### src/design/yags_pkg.sv
// shared types, constants and a helper function for the yags branch predictor
package yags_pkg;

    // default geometry
    localparam int CHOICE_INDEX_BITS_DEF    = 12;
    localparam int EXCEPTION_INDEX_BITS_DEF = 10;
    localparam int TAG_WIDTH_DEF            = 8;
    localparam int PC_SHIFT_DEF             = 2;

    // fixed field widths on the ports
    localparam int PC_BITS      = 64;
    localparam int HIST_BITS    = 10;
    localparam int IN_DATA_BITS = 80;
    localparam int OUT_DATA_BITS = 8;

    // result buffer depth
    localparam int OUT_DEPTH    = 3;
    localparam int OUT_PTR_BITS = $clog2(OUT_DEPTH);
    localparam int OUT_CNT_BITS = $clog2(OUT_DEPTH + 1);

    typedef logic [1:0] ctr_t;

    // item kinds
    localparam logic MODE_PREDICT = 1'b0;
    localparam logic MODE_UPDATE  = 1'b1;

    // two-bit counter values
    localparam ctr_t CTR_STRONG_NT = 2'd0;
    localparam ctr_t CTR_WEAK_NT   = 2'd1;
    localparam ctr_t CTR_WEAK_T    = 2'd2;
    localparam ctr_t CTR_STRONG_T  = 2'd3;

    localparam ctr_t STEP_UP   [4] = '{2'd1, 2'd2, 2'd3, 2'd3};
    localparam ctr_t STEP_DOWN [4] = '{2'd0, 2'd0, 2'd1, 2'd2};

    // control from the update logic to the memories and the result buffer
    typedef struct packed {
        logic choice_we;
        logic exc_we;
        logic push;
        logic pred;
    } yags_ctl_t;

    function automatic ctr_t sat_step(input ctr_t c, input logic up);
        ctr_t r;
        if (up)
        begin
            r = STEP_UP[c];
        end
        else
        begin
            r = STEP_DOWN[c];
        end
        return r;
    endfunction

endpackage

### src/design/yags_calc.sv
// prediction and counter / exception update from one read of the tables
module yags_calc #(
    parameter int TAG_WIDTH = yags_pkg::TAG_WIDTH_DEF
) (
    input  logic                      item_valid,
    input  logic                      mode,
    input  logic                      taken,
    input  logic [TAG_WIDTH-1:0]      tag,
    input  yags_pkg::ctr_t            choice_rd,
    input  logic [2*TAG_WIDTH+3:0]    exc_rd,
    output yags_pkg::ctr_t            choice_wd,
    output logic [2*TAG_WIDTH+3:0]    exc_wd,
    output yags_pkg::yags_ctl_t       ctl
);

    // exception word: {nt_tag, nt_ctr, t_tag, t_ctr}
    logic [TAG_WIDTH-1:0] t_tag;
    logic [TAG_WIDTH-1:0] nt_tag;
    yags_pkg::ctr_t       t_ctr;
    yags_pkg::ctr_t       nt_ctr;
    logic [TAG_WIDTH-1:0] t_tag_wd;
    logic [TAG_WIDTH-1:0] nt_tag_wd;
    yags_pkg::ctr_t       t_ctr_wd;
    yags_pkg::ctr_t       nt_ctr_wd;
    logic                 bias;
    logic                 t_hit;
    logic                 nt_hit;
    logic                 is_update;

    assign t_ctr  = exc_rd[1:0];
    assign t_tag  = exc_rd[TAG_WIDTH+1:2];
    assign nt_ctr = exc_rd[TAG_WIDTH+3:TAG_WIDTH+2];
    assign nt_tag = exc_rd[2*TAG_WIDTH+3:TAG_WIDTH+4];

    assign bias      = choice_rd[1];
    assign t_hit     = (t_tag == tag);
    assign nt_hit    = (nt_tag == tag);
    assign is_update = (mode == yags_pkg::MODE_UPDATE);

    always_comb
    begin
        ctl.choice_we = item_valid && is_update;
        ctl.exc_we    = item_valid && is_update;
        ctl.push      = item_valid && !is_update;
        if (bias)
        begin
            ctl.pred = t_hit ? t_ctr[1] : 1'b1;
        end
        else
        begin
            ctl.pred = nt_hit ? nt_ctr[1] : 1'b0;
        end
    end

    always_comb
    begin
        choice_wd = yags_pkg::sat_step(choice_rd, taken);
        t_tag_wd  = t_tag;
        t_ctr_wd  = t_ctr;
        nt_tag_wd = nt_tag;
        nt_ctr_wd = nt_ctr;
        if (bias)
        begin
            if (t_hit)
            begin
                t_ctr_wd = yags_pkg::sat_step(t_ctr, taken);
            end
            else if (!taken)
            begin
                t_tag_wd = tag;
                t_ctr_wd = yags_pkg::CTR_WEAK_NT;
            end
        end
        else
        begin
            if (nt_hit)
            begin
                nt_ctr_wd = yags_pkg::sat_step(nt_ctr, taken);
            end
            else if (taken)
            begin
                nt_tag_wd = tag;
                nt_ctr_wd = yags_pkg::CTR_WEAK_T;
            end
        end
        exc_wd = {nt_tag_wd, nt_ctr_wd, t_tag_wd, t_ctr_wd};
    end

endmodule

### config.mk
export PLATFORM = sky130hd
export DESIGN_NAME = yags_calc
export DESIGN_NICKNAME = d
export VERILOG_FILES = /design/src/design/yags_pkg.sv /design/src/design/yags_calc.sv
export SDC_FILE = /design/constraint.sdc
export NUM_CORES = 1
export LEC_CHECK = 0
export ABC_AREA = 1
export BUFFER_PORTS_ARGS = -buffer_cell sky130_fd_sc_hd__buf_2
export CORE_ASPECT_RATIO = 1.1
export CORE_UTILIZATION = 47
export DETAILED_ROUTE_END_ITERATION = 10
export PLACE_DENSITY = 0.95
export SLEW_MARGIN = 20
export SYNTH_ARGS = -nofsm -noshare
export SYNTH_HDL_FRONTEND = slang
export SYNTH_SLANG_ARGS = --single-unit
export TNS_END_PERCENT = 1
### constraint.sdc
create_clock -name vclk -period 1.4
set_clock_uncertainty 0.05 [all_clocks]
set_input_delay 0 -clock vclk [all_inputs]
set_output_delay 0 -clock vclk [all_outputs]
set_load 0.1 [all_outputs]
# Yosys cells after proc, flatten, opt, wreduce, memory -nomap -nowiden

Cells that the tools add are included.

Input bits: 33
Logic and storage cells: 47
Flip-flop bits (word level): 0
Output and inout bits: 26

Bitwise logic cells: 3
Muxes and demuxes: 36
Equal/unequal tests: 2
Reduce and logical (&&, ||, !) cells: 3
Magnitude comparators: 3

Operators by type and width:

| kind               | count |
|---|---|
| $mux 8             | 6 |
| $mux 2             | 21 |
| $bmux 2 s2         | 6 |
| $eq 8x8->1         | 2 |
| $ge 3x3->1 const B | 3 |
| $not 2->3          | 3 |
| $mux 1             | 3 |
| $logic_and 1x1->1  | 2 |
| $logic_not 1->1    | 1 |

# Depth between registers and ports, before layout

Depth after elaboration: 7
Gate-level depth with buffers: 11
Depth with buffers taken out: 10

# Least setup slack after synthesis

OpenSTA, ideal clock, no wires.

Path type: input-to-output
Start: input port choice_rd[1]
End: output port exc_wd[1]
Data arrival time: 2.033 ns
Data required time: 1.350 ns
Cell stages on the path: 5
Setup slack: -0.683 ns
Buffers on the path: 2
Path through: buf_2 -> inv_2 -> clkbuf_1 -> a21oi_1 -> a21oi_1

Word-level cells in the longest chain between the ends: 1

Ends and longest elaborated chain:

| what               | RTL line        | source |
|---|---|---|
| start: declaration | yags_calc.sv:9  | `input yags_pkg::ctr_t choice_rd,` |
| $mux 2             | yags_calc.sv:62 | `if (bias)` |
| end: declaration   | yags_calc.sv:12 | `output logic [2*TAG_WIDTH+3:0] exc_wd,` |

No other way between the ends.

# Final worst setup path

Start: input port tag[3]
End: output port exc_wd[3]

Word-level cells in the longest chain between the ends: 3

Ends and longest elaborated chain:

| what               | RTL line        | source |
|---|---|---|
| start: declaration | yags_calc.sv:8  | `input logic [TAG_WIDTH-1:0] tag,` |
| $eq 8x8->1         | yags_calc.sv:36 | `assign t_hit = (t_tag == tag);` |
| $mux 8             | yags_calc.sv:64 | `if (t_hit)` |
| $mux 8             | yags_calc.sv:62 |  |

No other way between the ends.

==> flow_metrics.tcl <==
set metrics [dict create \
    dpl.hpwl_um 2710 \
    n_antenna_cell 0 \
    worst-slew-pin-transition_ps 491 \
    grt.overflow.total 0 \
    crit_top_cell "nand2_1" \
    number_of_antenna_violating_nets_in_the_routed_design 0 \
    globalRouteTotalUtil 0.325 \
    flow.area_growth_from_synthesis_pct 76.8 \
    top_signal_layer_used "met4" \
    whs_ps 369 \
    maxSlewHeadroom 0.675 \
    area_leader_netlist "nand2_1" \
    cts.repair_timing.setup_buffer_count 0 \
    io_pins 59 \
    crit_chain "buf_2 > xnor2_2 > nand2_1 > nor2_2 > nand2_4 > nand3_4 > nand2_1 > nand2_1 > buf_12" \
    timing.critical_path.depth 9 \
    grt_pass1_vias 1224 \
    length_of_the_first_detailed_routing_pass_in_iterations 4 \
    dieHeight_um 45.8 \
    starting_utilization_of_the_core_area 0.513 \
    die_area_um2 1910 \
    vdd.ir_drop.worst_v 0.000516 \
    critical_path_peak_fanout 11 \
    post_layout_nonfiller_instances 252 \
    routedLengthMet1_um 1200 \
    finalSetupViolations 0 \
    final_common_cell "nand2_1" \
    io_buffer_count 59 \
    crit_family "simple AND/OR/NAND/NOR gates" \
    number_of_antenna_violations_at_the_first_check_in_global_routing 0 \
    worst-setup-path-type "in2out" \
    route.met2.wl_um 1800 \
    run_status "finished clean" \
    wl_met3_um 217 \
    grt_max_degree 23 \
    n_clock_buffer 0 \
    timing.max_cap.violations 0 \
    grt_first_pass_wirelength_um 4910 \
    required_ps 1350 \
    worstPathBufferInverterCount 2 \
    crit_slowest_cell "xnor2_2" \
    layout.cells.most_common_list "nand2_1 (79), buf_2 (38), inv_1 (29), buf_12 (21), o21ai_1 (19)" \
    placementRows 15 \
    post_drt_via_cell_ratio 5.51 \
    synth.cell_area_um2 818 \
    timing.critical_path.from_type "input port" \
    finalCritPeriodShare 0.962 \
    numSequentialCells 0 \
    final_layout_size_suffix_gt1_frac 0.315 \
    wirelength_um 3370 \
    syn_area_per_cell_um2 4.47 \
    period_minus_slack_ps 1350 \
    critical-path-max-stage-delay_ps 200 \
    worstHoldEndpoint "ctl[1]" \
    critPathArrivalTime_ps 1300 \
    synth_nets 216 \
    placed_area_um2 1420 \
    drcViolationCount 0 \
    design.final.nets 270 \
    clock.fmax_mhz 742 \
    yosys_warnings 0 \
    synth.top_cell.area_share 0.362 \
    placed_cells_incl_taps 252 \
    register_area_um2 0 \
    floorplan.core_area_um2 1600 \
    holdPathStages 3 \
    drt-wirelength-per-cell_um 13.4 \
    cp-end-kind "output port" \
    synth-seq-area-share 0 \
    hp-class "in2out" \
    timing.hold.worst.start "mode" \
    final_design_area_no_fill_um2 1450 \
    drt_first_iter_violations 77 \
    post_synth_num_cell_types 18 \
    die_w_um 41.8 \
    biggest_area_contributors_in_the_synthesized_netlist "nand2_1 (36%), inv_1 (13%), o21ai_1 (12%)" \
    gp_congestion 0.865 \
    num_vias 1389 \
    finalHoldViolCount 0 \
    pwr_dens_nw_per_um2 676 \
    n_fill_cell 73 \
    netlist_instances 183 \
    static-leakage-power_nw 0.859 \
    timing_max_transition_violations_final 0 \
]
-- stage by stage --
step	util	worst slack, ps	power (mW)	TNS (ps)
after global placement	0.893	187	0.937	0
after CTS	0.893	22.1	0.964	0
final	0.907	52.9	0.978	0
after floorplan	-	-419	0.617	-3820
after global routing	0.907	-37.6	1.02	-119
after detailed placement	0.893	33.6	0.962	0
-- tightest hold or removal path: cells and delay by family --
family | cells | cell delay [ps]
buffers and inverters | 2 | 370
AND/OR/NAND/NOR | 1 | 40
-- layer usage --
layer  vias up  global-route usage
li1        671                   -
met1       608               0.336
met2        88               0.666
met3        22              0.0317
met4         0               0.142
met5         -                   0
-- Yosys cell counts --
library cell	count
nand2_1	79
inv_1	29
o21ai_1	19
nand4_1	11
nor2_1	10
a21oi_1	6
xnor2_1	5
clkbuf_1	4
nand2_2	3
nand3_1	3
and2_1	2
buf_2	2
buf_4	2
inv_2	2
nor2_2	2
o21ai_0	2
buf_6	1
nand3_2	1
-- worst max path at each step --
stage | startpoint | endpoint | slack (ps)
6_report | tag[3] | exc_wd[3] | 50
3_3_place_gp | tag[6] | exc_wd[2] | 190
5_1_grt | tag[3] | exc_wd[2] | -40
2_1_floorplan | choice_rd[1] | exc_wd[12] | -420
3_5_place_dp | tag[3] | exc_wd[2] | 30
4_1_cts | tag[3] | exc_wd[2] | 20
-- cells by family after synthesis --
| family | Yosys count | synth area share |
|---|---|---|
| xor+xnor | 5 | 0.0535 |
| simple gates | 111 | 0.576 |
| buf+inv | 40 | 0.205 |
| compound gates | 27 | 0.165 |
-- cell type report --
type,instances,area (um^2),area share
inverter,31,116,0.0804
multi-input combinational,143,683,0.472
tap,17,21.3,0.0147
timing repair buffer,61,626,0.433
-- report_power, final --
part / switching, mW / internal (mW)
logic: 0.674 / 0.304
registers: 0 / 0
clock network: 0 / 0
total: 0.674 / 0.304
-- repair_timing --
action	4_1_cts	5_1_grt
hold buffers	0	0
gates resized for setup	0	4
endpoints found under the setup margin	0	8
Note: power is estimated with default switching activity, not from simulation.
