## src/design/yags_pkg.sv

```systemverilog
// shared types, constants and a helper function for the yags branch predictor
package yags_pkg;

    // default geometry
    localparam int CHOICE_INDEX_BITS_DEF    = 12;
    localparam int EXCEPTION_INDEX_BITS_DEF = 10;
    localparam int TAG_WIDTH_DEF            = 8;
    localparam int PC_SHIFT_DEF             = 2;

    // fixed field widths on the ports
    localparam int PC_BITS      = 64;
    localparam int HIST_BITS    = 10;
    localparam int IN_DATA_BITS = 80;
    localparam int OUT_DATA_BITS = 8;

    // result buffer depth
    localparam int OUT_DEPTH    = 3;
    localparam int OUT_PTR_BITS = $clog2(OUT_DEPTH);
    localparam int OUT_CNT_BITS = $clog2(OUT_DEPTH + 1);

    typedef logic [1:0] ctr_t;

    // item kinds
    localparam logic MODE_PREDICT = 1'b0;
    localparam logic MODE_UPDATE  = 1'b1;

    // two-bit counter values
    localparam ctr_t CTR_STRONG_NT = 2'd0;
    localparam ctr_t CTR_WEAK_NT   = 2'd1;
    localparam ctr_t CTR_WEAK_T    = 2'd2;
    localparam ctr_t CTR_STRONG_T  = 2'd3;

    localparam ctr_t STEP_UP   [4] = '{2'd1, 2'd2, 2'd3, 2'd3};
    localparam ctr_t STEP_DOWN [4] = '{2'd0, 2'd0, 2'd1, 2'd2};

    // control from the update logic to the memories and the result buffer
    typedef struct packed {
        logic choice_we;
        logic exc_we;
        logic push;
        logic pred;
    } yags_ctl_t;

    function automatic ctr_t sat_step(input ctr_t c, input logic up);
        ctr_t r;
        if (up)
        begin
            r = STEP_UP[c];
        end
        else
        begin
            r = STEP_DOWN[c];
        end
        return r;
    endfunction

endpackage

```

## src/design/yags_out_fifo.sv

```systemverilog
// small result buffer between the update stage and the output channel
module yags_out_fifo (
    input  logic                           clk,
    input  logic                           rst_n,
    input  logic                           push,
    input  logic                           push_data,
    input  logic                           pop,
    output logic                           not_empty,
    output logic                           head_data,
    output logic [yags_pkg::OUT_CNT_BITS-1:0] count
);

    logic [yags_pkg::OUT_DEPTH-1:0]        data_reg;
    logic [yags_pkg::OUT_PTR_BITS-1:0]     wptr_reg;
    logic [yags_pkg::OUT_PTR_BITS-1:0]     wptr_next;
    logic [yags_pkg::OUT_PTR_BITS-1:0]     rptr_reg;
    logic [yags_pkg::OUT_PTR_BITS-1:0]     rptr_next;
    logic [yags_pkg::OUT_CNT_BITS-1:0]     cnt_reg;
    logic [yags_pkg::OUT_CNT_BITS-1:0]     cnt_next;
    logic                                  do_pop;

    localparam logic [yags_pkg::OUT_PTR_BITS-1:0] LAST_PTR =
        yags_pkg::OUT_PTR_BITS'(yags_pkg::OUT_DEPTH - 1);

    assign not_empty = (cnt_reg != '0);
    assign head_data = data_reg[rptr_reg];
    assign count     = cnt_reg;
    assign do_pop    = pop && not_empty;

    always_comb
    begin
        wptr_next = wptr_reg;
        rptr_next = rptr_reg;
        cnt_next  = cnt_reg;
        if (push)
        begin
            wptr_next = (wptr_reg == LAST_PTR) ? '0 : wptr_reg + 1'b1;
        end
        if (do_pop)
        begin
            rptr_next = (rptr_reg == LAST_PTR) ? '0 : rptr_reg + 1'b1;
        end
        if (push && !do_pop)
        begin
            cnt_next = cnt_reg + 1'b1;
        end
        else if (!push && do_pop)
        begin
            cnt_next = cnt_reg - 1'b1;
        end
    end

    always_ff @(posedge clk or negedge rst_n)
    begin
        if (!rst_n)
        begin
            wptr_reg <= '0;
            rptr_reg <= '0;
            cnt_reg  <= '0;
        end
        else
        begin
            wptr_reg <= wptr_next;
            rptr_reg <= rptr_next;
            cnt_reg  <= cnt_next;
        end
    end

    always_ff @(posedge clk)
    begin
        if (push)
        begin
            data_reg[wptr_reg] <= push_data;
        end
    end

endmodule

```

## config.mk

```make
export PLATFORM = sky130hd
export DESIGN_NAME = yags_out_fifo
export DESIGN_NICKNAME = d
export VERILOG_FILES = /design/src/design/yags_pkg.sv /design/src/design/yags_out_fifo.sv
export SDC_FILE = /design/constraint.sdc
export NUM_CORES = 1
export LEC_CHECK = 0
export ABC_AREA = 0
export BUFFER_PORTS_ARGS = -buffer_cell sky130_fd_sc_hd__buf_2
export CORE_AREA = 3 3 40 42
export DETAILED_ROUTE_END_ITERATION = 16
export DIE_AREA = 0 0 43 45
export HOLD_SLACK_MARGIN = 0.15
export SLEW_MARGIN = 25
export SYNTH_ARGS = -nofsm -noshare
export SYNTH_HDL_FRONTEND = slang
export SYNTH_SLANG_ARGS = --single-unit
```

## constraint.sdc

```tcl
create_clock -name clk -period 1.2 [get_ports clk]
set_input_delay 0.24 -clock clk [delete_from_list [all_inputs] [get_ports clk]]
set_output_delay 0.24 -clock clk [all_outputs]
set_load 0.005 [all_outputs]
```

**Yosys cells after proc, flatten, opt, wreduce, memory -nomap -nowiden**

Cells that the tools add are included.

- Memories kept: 0
- ROM bits: 0
- Input port bits: 5
- Flip-flop bits (word level): 9
- Latch bits: 0
- Logic and storage cells: 30
- Memory bits (writable): 0

- Equality and inequality tests: 2
- Shifts and indexed selects: 0
- Divide/modulo/power cells: 0
- $add $sub $neg: 4
- Mux-type cells: 9
- Bitwise logic cells: 0
- Magnitude comparators: 3
- Reduce and logical (&&, ||, !) cells: 8
- Multipliers: 0

Operators by type and width:

| operator | count |
|---|---|
| $mux W2 | 4 |
| $add A2 B1 Y2 const B | 3 |
| $lt A2 B3 Y1 const B | 2 |
| $eq A2 B2 Y1 const B | 2 |
| $logic_and A1 B1 Y1 | 4 |
| $reduce_bool A2 Y1 | 2 |
| $bwmux W3 | 1 |
| $bmux W1 S2 | 1 |
| $demux W1 S2 | 1 |
| $ge A2 B1 Y1 const B | 1 |
| $logic_not A1 Y1 | 2 |
| $mux W1 | 2 |
| $sub A2 B1 Y2 const B | 1 |

**Logic depth before layout (Yosys ltp)**

Gate-level depths: netlist of the first run.

- Depth in word-level cells: 5
- Gate-level depth with buffers: 5
- Mapped depth without buffers: 5

**Worst setup path before layout of the first run**

OpenSTA, ideal clock, no wires.

- Path type: register to register
- Start point: reg cnt_reg, in the netlist count[0]
- End point: reg cnt_reg, in the netlist count[1]
- Arrival: 1.145 ns
- Stages on the path, launching flop included: 6
- Library setup time: 0.126 ns
- Setup slack: -0.071 ns
- Required time: 1.074 ns
- Cell sequence: dfrtp_1 o21ai_2 ha_1 xor2_1 nor2_1 xor2_1

- Longest elaborated chain between the ends: 5

Ends and longest elaborated chain:

| what | line | text |
|---|---|---|
| start, declared | yags_out_fifo.sv:18 | `logic [yags_pkg::OUT_CNT_BITS-1:0] cnt_reg;` |
| start signal, assigned | yags_out_fifo.sv:65 | `cnt_reg <= cnt_next;` |
| branches (longest 5 deep; another with $sub A2 B1 Y2) | n/a |  |

Parallel ways; which one is timed is not known. The select of a mux whose other input is x is not followed.
A chain may end at the register's enable or synchronous reset.

**Worst setup path in the final report of the first run**

- Start point: reg cnt_reg, in the netlist count[0]
- End point: out not_empty

- Longest elaborated chain between the ends: 1

Ends and longest elaborated chain:

| what | line | text |
|---|---|---|
| $reduce_bool A2 Y1 | yags_out_fifo.sv:25 | `assign not_empty = (cnt_reg != '0);` |
| end, declared | yags_out_fifo.sv:8 | `output logic not_empty,` |

Every way passes these cells.

==> impl_metrics.tcl, run 1 <==
set metrics [dict create \
    gp_congestion 0.6666 \
    synth-seq-area-share 0.6057 \
    drt_iter0_markers 8 \
    drtPass1Iterations 4 \
    critPathArrivalTime_ps 1100 \
    ys_warn_count 0 \
    cts_max_level 1 \
    start_kind "flip-flop" \
    cts_made_buffers 3 \
    nNetsFinal 58 \
    hold_class "in2reg" \
    critPathKind "reg2out" \
    period_share 1.118 \
    syn_area_um2 396.6 \
    synth_nets 37 \
    ant_nets 0 \
    grt_max_degree 7 \
    syn_to_final_growth_pct 45.74 \
    hold_violations 0 \
    place_ws_ps -12.18 \
    final_cell_area_um2 578.1 \
    outcome "finished, violations left" \
    antenna_cells 0 \
    num_io_pins 9 \
    clkTransAtPathRegs_ps 60 \
    layout_setup_ws_ps -141.9 \
    clockBufferDepth 2 \
    viasPerCell 4.470 \
    drc 0 \
    setup_tns_ps -365.5 \
    powerDensity_mw_per_mm2 2430 \
    antenna_found_initial 0 \
    synth_seq_cells 9 \
    cp-end-kind "output pin" \
    clock_skew_ps 0.7998 \
    placed_area_um2 498.0 \
    row_count 13 \
    die_h_um 45 \
    whs_ps 185.9 \
    cts.sinks 9 \
    max_freq_ghz 0.7452 \
    leakage_nw 0.2716 \
    drv_slew 0 \
    critPathRequiredTime_ps 960 \
    critPathMaxFanout 2 \
    dp.cells 57 \
    drive_above_1_share 0.4314 \
    finalPower_mw 1.405 \
    syn_area_per_cell_um2 12.79 \
    grt_pass1_wl_um 1221 \
    hpwl_um 582.9 \
    rsz0062_at_grt "yes" \
    post_drt_wl_per_cell_um 10.92 \
    vias 295 \
    track_usage 0.09022 \
    largest_reg_flops 3 \
    final_core_util 0.4499 \
    post_layout_nonfiller_instances 66 \
    io_buffer_count 8 \
    cts_tree "yes" \
    slew_headroom 0.8594 \
    post-route-min-period_ps 1342 \
    die_x_um 43 \
    synth.distinct_cells 18 \
    peakVddDrop_v 0.001127 \
    mostFrequentLayoutCell "buf_2" \
    violations "setup timing" \
    start_util 0.3087 \
    postSynthCellCount 31 \
    finalWirelength_um 721 \
    core_mm2 0.001285 \
    dieArea_mm2 0.001935 \
    grt_overflow 0 \
    first_global_vias 311 \
    maxCapViolations 0 \
    setup_viol 4 \
    worst_slew_pin_slew_ps 209.8 \
    clkLatencyLatePin_ps 250 \
    final_cell_mix "buf_2, dfrtp_1, buf_4" \
    root_buffer "clkbuf_4" \
]
[Yosys cell counts]
cell,count,area share
xnor2_1,1,0.022
nor3b_2,1,0.032
ha_1,1,0.032
o21ai_1,2,0.025
nor3_2,1,0.025
nor3_1,1,0.013
o21ai_2,1,0.022
xor2_1,2,0.044
a21o_1,3,0.057
or2_1,1,0.016
nand2b_1,1,0.016
inv_1,1,0.0095
nand3b_1,1,0.019
dfrtp_1,6,0.38
nand2_1,2,0.019
mux2i_1,1,0.025
nor2_1,2,0.019
edfxtp_1,3,0.23
[final timing paths]
| path | from | end | slack [ps] | cells after the start |
|---|---|---|---|---|
| worst min register to register | wptr_reg[0] | wptr_reg[0] | 540 | 1 |
| min in group asynchronous | rst_n | rptr_reg[0] | 340 | 2 |
| worst max register to register | count[0] | count[1] | -120 | 6 |
| max in group asynchronous | rst_n | wptr_reg[1] | 720 | 2 |
| worst max-delay path | count[0] | not_empty | -140 | 3 |
| worst min-delay path | push_data | data_reg[0] | 190 | 1 |
[kinds of logic after synthesis]
logic type | after synthesis | synth area share
compound gates | 6 | 0.1041
xor+xnor | 3 | 0.06626
fa+ha+maj | 1 | 0.03154
buf+inv | 1 | 0.009455
flops | 9 | 0.6057
mux | 1 | 0.02524
simple gates | 10 | 0.1578
[critical path, stage by stage, from the launching register on]
cell	delay, ps
dfrtp_1	390
buf_6	120
or2_1	210
buf_2	120
[where the power goes]
part,switching (mW),internal [mW],leakage [nW]
Sequential,0.0930,0.435,0.101
Combinational,0.251,0.397,0.155
Clock,0.101,0.128,0.0150
Total,0.445,0.960,0.272
[repair_timing]
item                                    in CTS  in global routing
endpoints found under the hold margin        6                  0
buffers inserted                             4                  0
hold buffers                                 1                  0
gates resized for setup                      3                  0
pin swaps                                    2                  0
endpoints found under the setup margin       4                  4
[area by class of cell]
class,count,area (um^2)
clock buffers,4,26.28
fillers,119,706.9
inverters,1,3.754
multi-input cells,21,172.7
flip-flops and latches,9,240.2
well taps,15,18.77
repair buffers,16,116.4
[per-layer routing]
layer	vias to the layer above	GRT usage	share of wire
met5	-	0	0
met4	0	0.07229	0
met3	0	0.02390	0.047
met2	6	0.1617	0.58
met1	141	0.08750	0.37
li1	148	-	-
Power figures use the tool's default switching activity.
==> inputs of run 2 (changes only) <==
==> constraint.sdc (replaced) <==
create_clock -name clk -period 1.2 [get_ports clk]
set_input_delay 0.18 -clock clk [delete_from_list [all_inputs] [get_ports clk]]
set_output_delay 0.18 -clock clk [all_outputs]
set_load 0.005 [all_outputs]
==> run 2 against run 1 <==
  * The run still ends with setup timing left
  * Global-route usage down 0.25 points
  * First-iteration DRC count down 63%
  * Non-clock buffer count down 1
  * Sequential cell count unchanged
  * Final area down 2.6%
  * Sequential power up 1%
  * Maximum frequency up 1.9%
  * Cell count down 1.5%
  * Critical path type unchanged
  * Critical endpoint unchanged
  * Largest cell class unchanged
  * Highest routed layer unchanged
==> impl_metrics.tcl, run 2 (same netlist as run 1, synthesis figures left out) <==
set metrics [dict create \
    core_mm2 0.001285 \
    finalPower_mw 1.319 \
    grt_pass1_wl_um 1186 \
    r2r_slack_ps -70 \
    layout_setup_ws_ps -116.3 \
    switchingPower_uw 428.2 \
    worst_slew_pin_slew_ps 212.0 \
    cts_made_buffers 3 \
    dieArea_mm2 0.001935 \
    first_global_vias 304 \
    post-route-min-period_ps 1316 \
    clock_power_share 0.174 \
    cts_tree "yes" \
    hold_class "in2async" \
    finalWirelength_um 703 \
    wl_met1_um 265 \
    maxCapViolations 0 \
    row_count 13 \
    nNetsFinal 57 \
    reg2regPathDepth 6 \
    setup_viol 2 \
    drc 0 \
    clkTransAtPathRegs_ps 60 \
    critPathMaxFanout 3 \
    mostFrequentLayoutCell "buf_2" \
    top_layer "met3" \
    max_freq_ghz 0.7597 \
    track_usage 0.08769 \
    io_buffer_count 8 \
    powerDensity_mw_per_mm2 2343 \
    ant_nets 0 \
    final_cell_mix "buf_2, dfrtp_1, buf_4" \
    die_x_um 43 \
    die_h_um 45 \
    grt_max_degree 7 \
    cp-end-kind "output pin" \
    drt_iter0_markers 3 \
    start_kind "flip-flop" \
    r2r-start "count[0]" \
    clockBufferDepth 2 \
    antenna_cells 0 \
    whs_ps 276.8 \
    num_io_pins 9 \
    post_drt_wl_per_cell_um 10.82 \
    period_share 1.097 \
    r2r_end "count[1]" \
    cts_max_level 1 \
    hold_violations 0 \
    drv_slew 0 \
    largest_reg_flops 3 \
    slew_headroom 0.8579 \
    gp_congestion 0.6666 \
    cts.sinks 9 \
    drtPass1Iterations 4 \
    pwr-share-comb 0.421 \
    leakage_nw 0.2628 \
    rsz0062_at_grt "yes" \
    route.met3.wl_um 34 \
    clock_skew_ps 1.033 \
    critPathArrivalTime_ps 1140 \
    internal-power_uw 891.1 \
    peakVddDrop_v 0.001142 \
    violations "setup timing" \
    antenna_found_initial 0 \
    root_buffer "clkbuf_4" \
    syn_to_final_growth_pct 41.96 \
    fillCellCount 120 \
    wl_met2_um 403 \
    start_util 0.3087 \
    swShare 0.3246 \
    drive_above_1_share 0.4000 \
    critPathKind "reg2out" \
    outcome "finished, violations left" \
    clkLatencyLatePin_ps 250 \
    seqPwrFrac 0.405 \
    critPathRequiredTime_ps 1020 \
    vias 289 \
    viasPerCell 4.446 \
    hpwl_um 582.9 \
    grt_overflow 0 \
]
## run 2: changes by cell type in the layout (fill, tap and decap cells not counted)
cell / delta
dlygate4sd3_1: +1
buf_4: -1
buf_6: -2
buf_2: +1
## run 2: cell type report
| class | instances | area [um^2] | share of cell area |
|---|---|---|---|
| multi-input cells | 21 | 172.7 | 0.3067 |
| repair buffers | 15 | 101.3 | 0.1800 |
| clock buffers | 4 | 26.28 | 0.04667 |
| flip-flops and latches | 9 | 240.2 | 0.4267 |
| well taps | 15 | 18.77 | 0.03333 |
| inverters | 1 | 3.754 | 0.006667 |
## run 2: how the worst max path moves through the flow
stage                         from        end  slack, ps  cells after the start
after floorplan           count[1]   count[1]        -30                      5
after global placement    count[1]   count[1]         30                      5
after detailed placement  count[1]   count[1]        -10                      5
after CTS                 count[1]  not_empty       -120                      3
after global routing      count[1]  not_empty       -160                      3
final                     count[1]  not_empty       -120                      3
## run 2: critical path, stage by stage, from the launching register on
cell and delay (ps):
dfrtp_1 420, buf_6 140, or2_1 200, buf_2 120
## run 2: per-layer routing
layer  track usage  vias to the layer above
met5             0                        -
met4       0.07229                        0
met3       0.02390                        0
met2        0.1587                        6
met1       0.08250                      137
li1              -                      146
## run 2: power groups by stage
| stage | Sequential, mW | Clock [mW] | Combinational, mW |
|---|---|---|---|
| 5_1_grt | 0.551 | 0.252 | 0.616 |
| 3_3_place_gp | 0.545 | 0 | 0.453 |
| 2_1_floorplan | 0.562 | 0 | 0.261 |
| 4_1_cts | 0.535 | 0.237 | 0.569 |
| 6_report | 0.535 | 0.229 | 0.555 |
| 3_5_place_dp | 0.556 | 0 | 0.488 |
## run 2: what timing repair did
item,in CTS,in global routing
buffers inserted,2,0
hold buffers,2,0
pin swaps,2,1
endpoints found under the hold margin,9,0
endpoints found under the setup margin,3,3
gates resized for setup,1,0
## run 2: through the flow
stage	TNS (ps)	instances	worst slack [ps]	area [um^2]	utilization
finish	-190.3	65	-116.3	563.0	0.4382
global route	-393.9	65	-161.5	563.0	0.4382
CTS	-241.9	65	-121.1	563.0	0.4382
detailed placement	-12.18	57	-12.18	498.0	0.3875
global placement	0	57	32.20	498.0	0.3875
floorplan	-29.52	31	-29.52	416.7	-
==> inputs of run 3 (changes only) <==
CTS_CLUSTER_DIAMETER = 150   (was unset)
clock period = 1.4 ns   (was 1.2 ns; I/O delays follow)
==> run 3 against run 2 <==
  * The flow now finishes without violations
  * Largest cell class unchanged
  * First-iteration DRC count down 67%
  * Sequential cell count unchanged
  * Largest power group is now sequential cells
  * Non-clock buffer count down 4
  * Worst hold slack worse by 120 ps
  * Sequential share of layout area up 4.7 points
  * Critical path type unchanged
  * Critical path depth unchanged
  * Setup slack better by 170 ps
  * Via count down 11%
  * Routed wire length down 14%
  * Clock power down 15%
  * Die area unchanged
==> impl_metrics.tcl, run 3 (same netlist as run 1, synthesis figures left out) <==
set metrics [dict create \
    antenna_found_initial 0 \
    first_global_vias 248 \
    post-route-min-period_ps 1349 \
    placed_area_um2 470.5 \
    dieArea_mm2 0.001935 \
    grt_max_degree 7 \
    peakVddDrop_v 0.0008060 \
    internal-power_uw 688.5 \
    rsz0062_at_grt "no" \
    hold_violations 0 \
    setup_viol 0 \
    track_usage 0.07686 \
    swShare 0.3225 \
    nNetsFinal 53 \
    largest_reg_flops 3 \
    start_kind "flip-flop" \
    drt_iter0_markers 1 \
    slew_headroom 0.8762 \
    setup_tns_ps 0 \
    clkLatencyLatePin_ps 250 \
    outcome "finished clean" \
    period_share 0.9636 \
    critPathMaxFanout 4 \
    row_count 13 \
    cts_made_buffers 3 \
    grt_overflow 0 \
    hold_class "in2reg" \
    clock_skew_ps 0.3981 \
    clockBufferDepth 2 \
    post_drt_wl_per_cell_um 9.869 \
    multi_input_area_um2 152.6 \
    drv_slew 0 \
    grt_pass1_wl_um 1028 \
    cp-end-kind "output pin" \
    seqPwrFrac 0.458 \
    gp_congestion 0.6528 \
    antenna_cells 0 \
    mostFrequentLayoutCell "buf_2" \
    leakage_nw 0.2411 \
    critPathRequiredTime_ps 1190 \
    final_cell_mix "buf_2, dfrtp_1, a21o_1, clkbuf_4, edfxtp_1" \
    vias 256 \
    core_mm2 0.001285 \
    maxCapViolations 0 \
    clkTransAtPathRegs_ps 60 \
    finalPower_mw 1.016 \
    syn_to_final_growth_pct 27.76 \
    max_freq_ghz 0.7413 \
    cts.sinks 9 \
    post_cts_resized 0 \
    pwr-share-comb 0.350 \
    worst_slew_pin_slew_ps 184.9 \
    switchingPower_uw 327.7 \
    io_buffer_count 8 \
    num_io_pins 9 \
    fillCellCount 126 \
    drive_above_1_share 0.3478 \
    drc 0 \
    clock_power_share 0.192 \
    ant_nets 0 \
    finalWirelength_um 602 \
    critPathKind "reg2out" \
    hpwl_um 481.8 \
    cts_max_level 1 \
    start_util 0.3087 \
    die_h_um 45 \
    drtPass1Iterations 2 \
    final_cell_area_um2 506.7 \
    root_buffer "clkbuf_4" \
    die_x_um 43 \
    ff_latch_area_um2 240.2 \
    critPathArrivalTime_ps 1140 \
    viasPerCell 4.197 \
    cts_tree "yes" \
    powerDensity_mw_per_mm2 2005 \
]
run 3: changes by cell type in the layout (fill, tap and decap cells not counted), sizes merged:
cell	change
dlygate4sd3	-1
buf	-3
run 3: power by group through the flow:
| stage | Clock, mW | Sequential, mW | Combinational [mW] |
|---|---|---|---|
| 6_report | 0.195 | 0.465 | 0.355 |
| 5_1_grt | 0.223 | 0.484 | 0.403 |
| 4_1_cts | 0.208 | 0.466 | 0.365 |
| 3_5_place_dp | 0 | 0.472 | 0.359 |
| 3_3_place_gp | 0 | 0.468 | 0.355 |
| 2_1_floorplan | 0 | 0.472 | 0.208 |
run 3: per-stage QoR:
step,setup WS (ps),hold slack (ps),util,std cells
2_1_floorplan,129.1,-85.59,-,31
3_3_place_gp,206.1,42.87,0.3661,56
3_5_place_dp,167.7,43.45,0.3661,56
4_1_cts,37.57,150.6,0.3944,61
5_1_grt,4.512,151.8,0.3944,61
6_report,50.94,157.6,0.3944,61
run 3: final cells by class:
class	count	area share
clock buffers	4	0.05185
well taps	15	0.03704
inverters	1	0.007407
flip-flops and latches	9	0.4741
repair buffers	11	0.1284
multi-input cells	21	0.3012
run 3: path summary, 6_finish.rpt:
| check | start | end | slack, ps | cells after the start |
|---|---|---|---|---|
| max | count[0] | not_empty | 50 | 3 |
| min | push_data | data_reg[1] | 160 | 1 |
| max in group asynchronous | rst_n | wptr_reg[0] | 940 | 2 |
| min reg2reg | count[1] | count[1] | 540 | 1 |
| max reg2reg | count[1] | count[1] | 170 | 4 |
| min in group asynchronous | rst_n | rptr_reg[1] | 310 | 2 |
run 3: critical path: stages, from the launching register on:
cell and delay (ps):
dfrtp_1 390, buf_4 160, or2_1 220, buf_2 120
run 3: routing by layer:
layer | share of wire | wire length [um] | track usage
met4 | 0 | 0 | 0.05422
met2 | 0.48 | 286 | 0.1018
met1 | 0.48 | 286 | 0.09799
met5 | 0 | 0 | 0
met3 | 0.048 | 29 | 0.03586
run 3: timing repair:
item / 4_1_cts / 5_1_grt
endpoints found under the hold margin: 6 / 0
hold buffers: 1 / 0
buffers inserted: 0 / 0
